--- src/hw/rtl/tak_pkg.sv ---
`timescale 1ns / 1ps

package tak_pkg;

  // Widths fixed by the sample and result formats.
  localparam int FIELD_W            = 16;
  localparam int SAMPLE_BITS_DEFAULT = 16;
  localparam int SQ_W               = 2 * FIELD_W;
  localparam int ENERGY_W           = 34;
  localparam int CMP_W              = FIELD_W + 2;
  localparam int TILT_THR_W         = 15;
  localparam int HOLD_W             = 8;
  localparam int FLAGS_W            = 4;
  localparam int CFG_INDEX_W        = 2;
  localparam int CFG_DATA_W         = ENERGY_W;
  localparam int FIFO_DEPTH_DEFAULT = 4;

  // Register values after reset.
  localparam logic [TILT_THR_W-1:0] TILT_THRESHOLD_RESET  = TILT_THR_W'(2500);
  localparam logic [ENERGY_W-1:0]   KNOCK_THRESHOLD_RESET = ENERGY_W'(50000000);
  localparam logic [HOLD_W-1:0]     KNOCK_HOLD_RESET      = HOLD_W'(10);
  localparam logic [HOLD_W-1:0]     HOLD_MAX              = '1;

  typedef enum logic [CFG_INDEX_W-1:0] {
    REG_TILT_THRESHOLD  = 2'd0,
    REG_KNOCK_THRESHOLD = 2'd1,
    REG_KNOCK_HOLD      = 2'd2
  } cfg_reg_t;

  // One classified sample on its way from the front end to the knock tracker.
  typedef struct packed {
    logic               primed;
    logic [FLAGS_W-1:0] tilt_flags;
    logic [SQ_W-1:0]    sq_x;
    logic [SQ_W-1:0]    sq_y;
    logic [SQ_W-1:0]    sq_z;
  } tak_entry_t;

  // Knock tracker status, watched at the top level.
  typedef struct packed {
    logic              active;
    logic [HOLD_W-1:0] hold;
    logic              knock_start;
  } tak_status_t;

endpackage

--- src/hw/rtl/tilt_and_knock_detector_top.sv ---
`timescale 1ns / 1ps

// Tilt and knock detector. Each request on the slave stream is one signed
// three-axis accelerometer sample and yields exactly one result on the master
// stream: a 4-bit tilt code for x and y against tilt_threshold, and a knock
// bit that is set on the sample that starts a knock, that is, when the
// squared-distance energy of the change from the previous sample reaches
// knock_threshold outside a knock. A knock ends once the energy is below the
// threshold and the sample count since it began exceeds knock_hold. The first
// sample after reset only primes the previous sample, so its knock bit is 0.
// The block takes one sample per clock cycle; a sample passes the input
// register with the three squarers, then the queue, then the knock state
// update with the output register. A stalled output fills the queue first,
// and the input stalls only once the queue and the input register are full.
// Write the configuration registers only while no sample is in flight.
module tilt_and_knock_detector_top #(
  parameter int SAMPLE_BITS = tak_pkg::SAMPLE_BITS_DEFAULT,
  parameter int FIFO_DEPTH  = tak_pkg::FIFO_DEPTH_DEFAULT
) (
  input  logic                              clk,
  input  logic                              rst,
  input  logic                              cfg_write,
  input  logic [tak_pkg::CFG_INDEX_W-1:0]   cfg_index,
  input  logic [tak_pkg::CFG_DATA_W-1:0]    cfg_data,
  input  logic                              s_axis_tvalid,
  output logic                              s_axis_tready,
  // From bit 0: accel_x[15:0], accel_y[31:16], accel_z[47:32].
  input  logic [47:0]                       s_axis_tdata,
  output logic                              m_axis_tvalid,
  input  logic                              m_axis_tready,
  // From bit 0: tilt_flags[3:0], knock_event[4], zero fill [7:5].
  output logic [7:0]                        m_axis_tdata
);
  import tak_pkg::*;

  logic [TILT_THR_W-1:0] tilt_threshold;
  logic [ENERGY_W-1:0]   knock_threshold;
  logic [HOLD_W-1:0]     knock_hold;

  logic                  push_valid;
  logic                  push_ready;
  tak_entry_t            push_entry;
  logic                  pop_valid;
  logic                  pop_ready;
  tak_entry_t            pop_entry;
  logic [FLAGS_W-1:0]    out_tilt_flags;
  logic                  out_knock_event;
  tak_status_t           status;

  // Configuration registers. Writes to an index past the last register are
  // dropped, and wider data is cut to the register width.
  always_ff @(posedge clk) begin
    if (rst) begin
      tilt_threshold  <= TILT_THRESHOLD_RESET;
      knock_threshold <= KNOCK_THRESHOLD_RESET;
      knock_hold      <= KNOCK_HOLD_RESET;
    end else if (cfg_write) begin
      unique case (cfg_reg_t'(cfg_index))
        REG_TILT_THRESHOLD: begin
          tilt_threshold <= cfg_data[TILT_THR_W-1:0];
        end
        REG_KNOCK_THRESHOLD: begin
          knock_threshold <= cfg_data[ENERGY_W-1:0];
        end
        REG_KNOCK_HOLD: begin
          knock_hold <= cfg_data[HOLD_W-1:0];
        end
        default: begin
        end
      endcase
    end
  end

  // Front end: classifies tilt and squares the per-axis change.
  tak_front #(
    .SAMPLE_BITS(SAMPLE_BITS)
  ) u_front (
    .clk           (clk),
    .rst           (rst),
    .tilt_threshold(tilt_threshold),
    .in_valid      (s_axis_tvalid),
    .in_ready      (s_axis_tready),
    .accel_x       (s_axis_tdata[15:0]),
    .accel_y       (s_axis_tdata[31:16]),
    .accel_z       (s_axis_tdata[47:32]),
    .push_valid    (push_valid),
    .push_ready    (push_ready),
    .push_entry    (push_entry)
  );

  // Short queue so that output stalls do not reach back to the input at once.
  tak_fifo #(
    .DEPTH(FIFO_DEPTH)
  ) u_fifo (
    .clk       (clk),
    .rst       (rst),
    .push_valid(push_valid),
    .push_ready(push_ready),
    .push_entry(push_entry),
    .pop_valid (pop_valid),
    .pop_ready (pop_ready),
    .pop_entry (pop_entry)
  );

  // Back end: sums the energy and runs the knock state.
  tak_back u_back (
    .clk            (clk),
    .rst            (rst),
    .knock_threshold(knock_threshold),
    .knock_hold     (knock_hold),
    .pop_valid      (pop_valid),
    .pop_ready      (pop_ready),
    .pop_entry      (pop_entry),
    .out_valid      (m_axis_tvalid),
    .out_ready      (m_axis_tready),
    .out_tilt_flags (out_tilt_flags),
    .out_knock_event(out_knock_event),
    .status         (status)
  );

  assign m_axis_tdata = {3'b000, out_knock_event, out_tilt_flags};

  // A knock that starts is active on the next cycle.
  a_start_sets_active: assert property (@(posedge clk) disable iff (rst)
    status.knock_start |=> status.active)
    else $error("knock start did not set the active state");

  // A knock ends only once the hold count has passed the hold time.
  a_end_after_hold: assert property (@(posedge clk) disable iff (rst)
    (!$past(rst) && $fell(status.active)) |-> (status.hold > knock_hold))
    else $error("knock ended before the hold time");

  // The cycle after reset nothing is waiting in the queue or at the output.
  a_reset_empty: assert property (@(posedge clk)
    rst |=> (!m_axis_tvalid && !pop_valid))
    else $error("pipeline not empty after reset");

endmodule

--- src/hw/rtl/tak_front.sv ---
`timescale 1ns / 1ps

module tak_front #(
  parameter int SAMPLE_BITS = tak_pkg::SAMPLE_BITS_DEFAULT
) (
  input  logic                             clk,
  input  logic                             rst,
  input  logic [tak_pkg::TILT_THR_W-1:0]   tilt_threshold,
  input  logic                             in_valid,
  output logic                             in_ready,
  input  logic [tak_pkg::FIELD_W-1:0]      accel_x,
  input  logic [tak_pkg::FIELD_W-1:0]      accel_y,
  input  logic [tak_pkg::FIELD_W-1:0]      accel_z,
  output logic                             push_valid,
  input  logic                             push_ready,
  output tak_pkg::tak_entry_t              push_entry
);
  import tak_pkg::*;

  localparam int DIFF_W = SAMPLE_BITS + 1;
  localparam int PROD_W = 2 * SAMPLE_BITS;

  logic [SAMPLE_BITS-1:0] last_x;
  logic [SAMPLE_BITS-1:0] last_y;
  logic [SAMPLE_BITS-1:0] last_z;
  logic                   primed;
  logic                   s1_valid;
  tak_entry_t             s1_entry;
  tak_entry_t             entry_next;
  logic                   in_fire;

  // Squared difference of two samples; the magnitude of the difference
  // always fits in SAMPLE_BITS unsigned bits.
  function automatic logic [SQ_W-1:0] square_diff(input logic [SAMPLE_BITS-1:0] a,
                                                  input logic [SAMPLE_BITS-1:0] b);
    logic [DIFF_W-1:0] d;
    logic [PROD_W-1:0] m;
    d = {a[SAMPLE_BITS-1], a} - {b[SAMPLE_BITS-1], b};
    m = d[DIFF_W-1] ? PROD_W'(SAMPLE_BITS'(-d)) : PROD_W'(d[SAMPLE_BITS-1:0]);
    return SQ_W'(m * m);
  endfunction

  // Returns {below minus threshold, above threshold}.
  function automatic logic [1:0] tilt_pair(input logic [SAMPLE_BITS-1:0] v,
                                           input logic [TILT_THR_W-1:0] thr);
    logic signed [CMP_W-1:0] vc;
    logic signed [CMP_W-1:0] tc;
    vc = CMP_W'(signed'(v));
    tc = signed'(CMP_W'(thr));
    return {(vc < -tc), (vc > tc)};
  endfunction

  assign in_fire    = in_valid && in_ready;
  assign in_ready   = !s1_valid || push_ready;
  assign push_valid = s1_valid;
  assign push_entry = s1_entry;

  always_comb begin
    entry_next.primed     = primed;
    entry_next.tilt_flags = {tilt_pair(accel_y[SAMPLE_BITS-1:0], tilt_threshold),
                             tilt_pair(accel_x[SAMPLE_BITS-1:0], tilt_threshold)};
    entry_next.sq_x       = square_diff(accel_x[SAMPLE_BITS-1:0], last_x);
    entry_next.sq_y       = square_diff(accel_y[SAMPLE_BITS-1:0], last_y);
    entry_next.sq_z       = square_diff(accel_z[SAMPLE_BITS-1:0], last_z);
  end

  always_ff @(posedge clk) begin
    if (rst) begin
      s1_valid <= 1'b0;
      primed   <= 1'b0;
      last_x   <= '0;
      last_y   <= '0;
      last_z   <= '0;
    end else begin
      if (in_fire) begin
        s1_valid <= 1'b1;
        primed   <= 1'b1;
        last_x   <= accel_x[SAMPLE_BITS-1:0];
        last_y   <= accel_y[SAMPLE_BITS-1:0];
        last_z   <= accel_z[SAMPLE_BITS-1:0];
      end else if (push_ready) begin
        s1_valid <= 1'b0;
      end
    end
  end

  always_ff @(posedge clk) begin
    if (in_fire) begin
      s1_entry <= entry_next;
    end
  end

endmodule

--- src/hw/rtl/tak_fifo.sv ---
`timescale 1ns / 1ps

module tak_fifo #(
  parameter int DEPTH = tak_pkg::FIFO_DEPTH_DEFAULT
) (
  input  logic                clk,
  input  logic                rst,
  input  logic                push_valid,
  output logic                push_ready,
  input  tak_pkg::tak_entry_t push_entry,
  output logic                pop_valid,
  input  logic                pop_ready,
  output tak_pkg::tak_entry_t pop_entry
);
  import tak_pkg::*;

  localparam int PTR_W = (DEPTH > 1) ? $clog2(DEPTH) : 1;
  localparam int CNT_W = $clog2(DEPTH + 1);

  tak_entry_t         entries [DEPTH];
  logic [PTR_W-1:0]   wr_ptr;
  logic [PTR_W-1:0]   rd_ptr;
  logic [CNT_W-1:0]   count;
  logic               push_fire;
  logic               pop_fire;

  function automatic logic [PTR_W-1:0] ptr_inc(input logic [PTR_W-1:0] p);
    return (p == PTR_W'(DEPTH - 1)) ? '0 : p + PTR_W'(1);
  endfunction

  assign push_ready = (count != CNT_W'(DEPTH));
  assign pop_valid  = (count != '0);
  assign pop_entry  = entries[rd_ptr];
  assign push_fire  = push_valid && push_ready;
  assign pop_fire   = pop_valid && pop_ready;

  always_ff @(posedge clk) begin
    if (rst) begin
      wr_ptr <= '0;
      rd_ptr <= '0;
      count  <= '0;
    end else begin
      if (push_fire) begin
        wr_ptr <= ptr_inc(wr_ptr);
      end
      if (pop_fire) begin
        rd_ptr <= ptr_inc(rd_ptr);
      end
      if (push_fire && !pop_fire) begin
        count <= count + CNT_W'(1);
      end else if (pop_fire && !push_fire) begin
        count <= count - CNT_W'(1);
      end
    end
  end

  always_ff @(posedge clk) begin
    if (push_fire) begin
      entries[wr_ptr] <= push_entry;
    end
  end

endmodule

--- src/hw/rtl/tak_back.sv ---
`timescale 1ns / 1ps

module tak_back (
  input  logic                            clk,
  input  logic                            rst,
  input  logic [tak_pkg::ENERGY_W-1:0]    knock_threshold,
  input  logic [tak_pkg::HOLD_W-1:0]      knock_hold,
  input  logic                            pop_valid,
  output logic                            pop_ready,
  input  tak_pkg::tak_entry_t             pop_entry,
  output logic                            out_valid,
  input  logic                            out_ready,
  output logic [tak_pkg::FLAGS_W-1:0]     out_tilt_flags,
  output logic                            out_knock_event,
  output tak_pkg::tak_status_t            status
);
  import tak_pkg::*;

  logic                active;
  logic [HOLD_W-1:0]   hold;
  logic                active_next;
  logic [HOLD_W-1:0]   hold_next;
  logic                start_next;
  logic [ENERGY_W-1:0] energy;
  logic                above;
  logic                pop_fire;

  assign pop_ready = !out_valid || out_ready;
  assign pop_fire  = pop_valid && pop_ready;

  assign energy = ENERGY_W'(pop_entry.sq_x) + ENERGY_W'(pop_entry.sq_y)
                + ENERGY_W'(pop_entry.sq_z);
  assign above  = (energy >= knock_threshold);

  always_comb begin
    active_next = active;
    hold_next   = hold;
    start_next  = 1'b0;
    if (pop_entry.primed) begin
      if (!active) begin
        if (above) begin
          active_next = 1'b1;
          hold_next   = '0;
          start_next  = 1'b1;
        end
      end else begin
        if (hold != HOLD_MAX) begin
          hold_next = hold + HOLD_W'(1);
        end
        if (!above && (hold_next > knock_hold)) begin
          active_next = 1'b0;
        end
      end
    end
  end

  always_ff @(posedge clk) begin
    if (rst) begin
      active    <= 1'b0;
      hold      <= '0;
      out_valid <= 1'b0;
    end else begin
      if (pop_fire) begin
        active    <= active_next;
        hold      <= hold_next;
        out_valid <= 1'b1;
      end else if (out_ready) begin
        out_valid <= 1'b0;
      end
    end
  end

  always_ff @(posedge clk) begin
    if (pop_fire) begin
      out_tilt_flags  <= pop_entry.tilt_flags;
      out_knock_event <= start_next;
    end
  end

  assign status.active      = active;
  assign status.hold        = hold;
  assign status.knock_start = pop_fire && start_next;

endmodule
--- config.mk ---
export PLATFORM = sky130hd
export DESIGN_NAME = tilt_and_knock_detector_top
export DESIGN_NICKNAME = d
export VERILOG_FILES = /design/src/hw/rtl/tak_pkg.sv /design/src/hw/rtl/tilt_and_knock_detector_top.sv /design/src/hw/rtl/tak_front.sv /design/src/hw/rtl/tak_fifo.sv /design/src/hw/rtl/tak_back.sv
export SDC_FILE = /design/constraint.sdc
export NUM_CORES = 2
export LEC_CHECK = 0
export BUFFER_PORTS_ARGS = -buffer_cell sky130_fd_sc_hd__buf_2
export CORE_UTILIZATION = 48
export CTS_CLUSTER_DIAMETER = 50
export CTS_CLUSTER_SIZE = 8
export DETAILED_ROUTE_END_ITERATION = 7
export SYNTH_ARGS = -nofsm -noshare
export SYNTH_HDL_FRONTEND = slang
export SYNTH_SLANG_ARGS = --single-unit
--- constraint.sdc ---
create_clock -name clk -period 15.46 [get_ports clk]
set_clock_uncertainty 0.05 [all_clocks]
set_input_delay 3.092 -clock clk [delete_from_list [all_inputs] [get_ports clk]]
set_output_delay 3.092 -clock clk [all_outputs]
set_load 0.02 [all_outputs]
==> impl_metrics.csv <==
group,metric,value,unit
run_status,status,"finished, final reports clean",
grt,grt_pass1_wl,200000,um
floorplanning,start_util,0.484,
clocking,hold_buffers,0,
sta,worst_pin_slew,1.20,ns
sta,max_freq,80.8,MHz
setup_path,path_max_fanout,11,
floorplanning,io_pins,99,
yosys,ys_seq_area_frac,0.335,
sta,setup-tns-final,0,ns
clocking,cts-buffers-inserted,102,
sta,fin_crit_sh,0.800,
setup_path,cp_common_cell,"fa_1",
final_layout,final_util,0.534,
grt,grt_pass1_vias,35800,
clocking,root_buffer,"clkbuf_16",
yosys,synth_ff_type,"edfxtp_1",
final_layout,final_common_cell,"inv_1",
setup_path,cp-endpoint,"u_front.push_entry[25]$_DFFE_PP_",
final_layout,nNetsFinal,6061,
floorplanning,die-width,331,um
floorplanning,dieArea,109000,um2
yosys,yosys_warnings,0,
sta,hold_viol_final,0,
setup_path,crit_start,"s_axis_tdata[32]",
placed_design,io_buffers,95,
setup_path,cp-end-kind,"flip-flop",
sta,relSlewSlack,0.195,
yosys,postSynthAreaPerCell,10.8,um2
setup_path,critPathSlowestCell,"xnor2_1",
final_layout,drive_above_1_share,0.0862,
final_layout,area_delta_synth_final,10.2,%
yosys,synth-seq-cells,621,
clocking,cts_tree,"built",
sta,rsz0062_at_grt,"no",
setup_path,path_class,"in -> reg",
floorplanning,die_h,331,um
drt,routed_wl,127000,um
setup_path,cp.arrival,12.79,ns
grt,antenna_found_initial,7,
sta,setup_viol,0,
clocking,cts.sink_count,621,
floorplanning,rows,120,
flow_run,cap_violations,0,
setup_path,r2r_slack,5.36,ns
yosys,yosysUniqueCellTypes,96,
drt,dr.pass1.iters,8,
setup_path,max_stage_delay,0.83,ns
clocking,postCtsSetupBuffers,0,
sta,whs,0.382,ns
clocking,htree_levels,3,
placed_design,gp_congestion,0.922,
clocking,ctsResizeCount,0,
floorplanning,core_area,107000,um2
sta,fin_crit,12.37,ns
drt,wl_per_cell,19.8,um
setup_path,rr_endpoint,"u_front.push_entry[25]$_DFFE_PP_",
clocking,clock_path_buffers,3,
yosys,synth_cells,4829,
drt,vias,35000,
sta,drv_slew,0,
drt,drc_errors,0,
clocking,clk_transition_reported_paths,0.05,ns
drt,ant_nets,0,
grt,grt_max_degree,87,
yosys,synthArstFlopShare,0,
clocking,worstSkewPairLatency,0.67,ns
setup_path,reg2reg_from,"u_front.last_z[0]$_SDFFE_PP0P_",
final_layout,final.fill_count,9558,
drt,viasPerCell,5.44,
setup_path,ff2ff_path_depth,30,
min_path,hold_class,"reg -> reg",
setup_path,cp.required,15.88,ns
yosys,synthesis.area,51900,um2
grt,overflow,0,
placed_design,place.detailed.hpwl,98700,um
final_layout,final_cell_mix,"inv_1, ha_1, edfxtp_1",
setup_path,startpoint_type,"input port",
drt,drtIter0Drc,2114,
grt,grt_use_total,0.239,
yosys,synth_edf_count,495,
-- cell usage after synthesis (8+ instances only) --
master,instances,area (um2)
nand4_1,24,150
nor4_1,14,87.6
nor2b_1,37,231
a2111oi_0,8,70.1
clkbuf_1,75,282
buf_1,20,75.1
and3_1,23,144
or3_1,27,169
edfxtp_1,495,14900
nand2_1,417,1570
o21ai_1,10,50.1
mux2i_1,14,140
a31oi_1,22,138
and2_1,27,169
xor2_1,71,622
a21oi_1,244,1220
buf_2,10,50.1
a211oi_1,23,173
o211ai_1,16,120
mux4_2,98,2210
xnor2_1,167,1460
o21a_1,62,465
a211o_1,30,263
o31ai_1,11,82.6
nand3_1,53,265
ha_1,515,6440
fa_1,493,9870
nand2b_1,40,250
o21bai_1,15,113
o21ai_0,91,455
inv_1,860,3230
inv_2,13,48.8
a21o_1,98,736
nor2_1,340,1280
nor3_1,59,295
dfxtp_1,126,2520
-- layout make-up --
| cell class | instances | area (um2) | share of cell area |
|---|---|---|---|
| Antenna cell | 4 | 10.0 | 0.000175 |
| Timing Repair Buffer | 138 | 801 | 0.0140 |
| Multi-Input combinational cell | 3221 | 30800 | 0.539 |
| Inverter | 880 | 3310 | 0.0578 |
| Tap cell | 1403 | 1760 | 0.0307 |
| Sequential cell | 621 | 17400 | 0.304 |
| Clock inverter | 29 | 372 | 0.00650 |
| Clock buffer | 137 | 2750 | 0.0480 |
-- kinds of logic (layout without fill, tap and decap cells) --
kind of cell               after synthesis  after routing  synth area share
AOI/OAI and AO/OA                      729            729            0.0928
xor gates and xnor gates               243            243            0.0418
adders and majority gates             1008           1008             0.314
buffers and inverters                  989           1184            0.0720
DFF                                    621            621             0.335
muxes                                  116            116            0.0461
other                                    1              7         0.0000722
and+or+nand+nor                       1122           1122            0.0982
-- critical path: cells and delay by family --
kind	cells	cell delay, ns
AO/OA/AOI/OAI	8	1.71
AND/OR/NAND/NOR	7	1.99
XOR/XNOR	2	1.30
buffers and inverters	6	0.78
adder cells (fa/ha/maj)	9	3.91
-- sequential cells by signal, indices dropped and copies added (netlist names), 8 cells and up, named ones only --
name	count
knock_hold	8
knock_threshold	34
tilt_threshold	15
u_back.hold	8
u_fifo.entries	392
u_front.last_x	16
u_front.last_y	16
u_front.last_z	16
u_front.push_entry	98
-- metal layers --
layer | vias up | routed length, um | global-route usage
li1 | 16600 | - | -
met1 | 17300 | 58500 | 0.334
met2 | 916 | 56500 | 0.374
met3 | 190 | 8760 | 0.0535
met4 | 6 | 3340 | 0.0632
met5 | - | 37 | 0
-- metrics by stage --
| step | worst slack (ns) | instance area, um2 | instances |
|---|---|---|---|
| 5_1_grt | 2.51 | 57200 | 6433 |
| 2_1_floorplan | 3.62 | 51900 | 4831 |
| 3_5_place_dp | 2.49 | 54100 | 6263 |
| 4_1_cts | 3.22 | 57200 | 6429 |
| 6_report | 3.09 | 57200 | 6433 |
| 3_3_place_gp | 2.77 | 54100 | 6263 |
-- worst min-delay path by stage --
| stage | startpoint | slack (ns) | cells after the start | end |
|---|---|---|---|---|
| after floorplan | u_front.primed$_SDFFE_PP0P_ | 0.36 | 0 | u_front.push_entry[100]$_DFFE_PP_ |
| after detailed placement | u_front.primed$_SDFFE_PP0P_ | 0.37 | 0 | u_front.push_entry[100]$_DFFE_PP_ |
| after global routing | u_front.primed$_SDFFE_PP0P_ | 0.41 | 0 | u_front.push_entry[100]$_DFFE_PP_ |
| final | u_front.primed$_SDFFE_PP0P_ | 0.38 | 0 | u_front.push_entry[100]$_DFFE_PP_ |
| after global placement | u_front.primed$_SDFFE_PP0P_ | 0.36 | 0 | u_front.push_entry[100]$_DFFE_PP_ |
| after CTS | u_front.primed$_SDFFE_PP0P_ | 0.39 | 0 | u_front.push_entry[100]$_DFFE_PP_ |
Power is not shown: default switching activity piles up to over one toggle a cycle in this logic, so the estimate is an artifact.
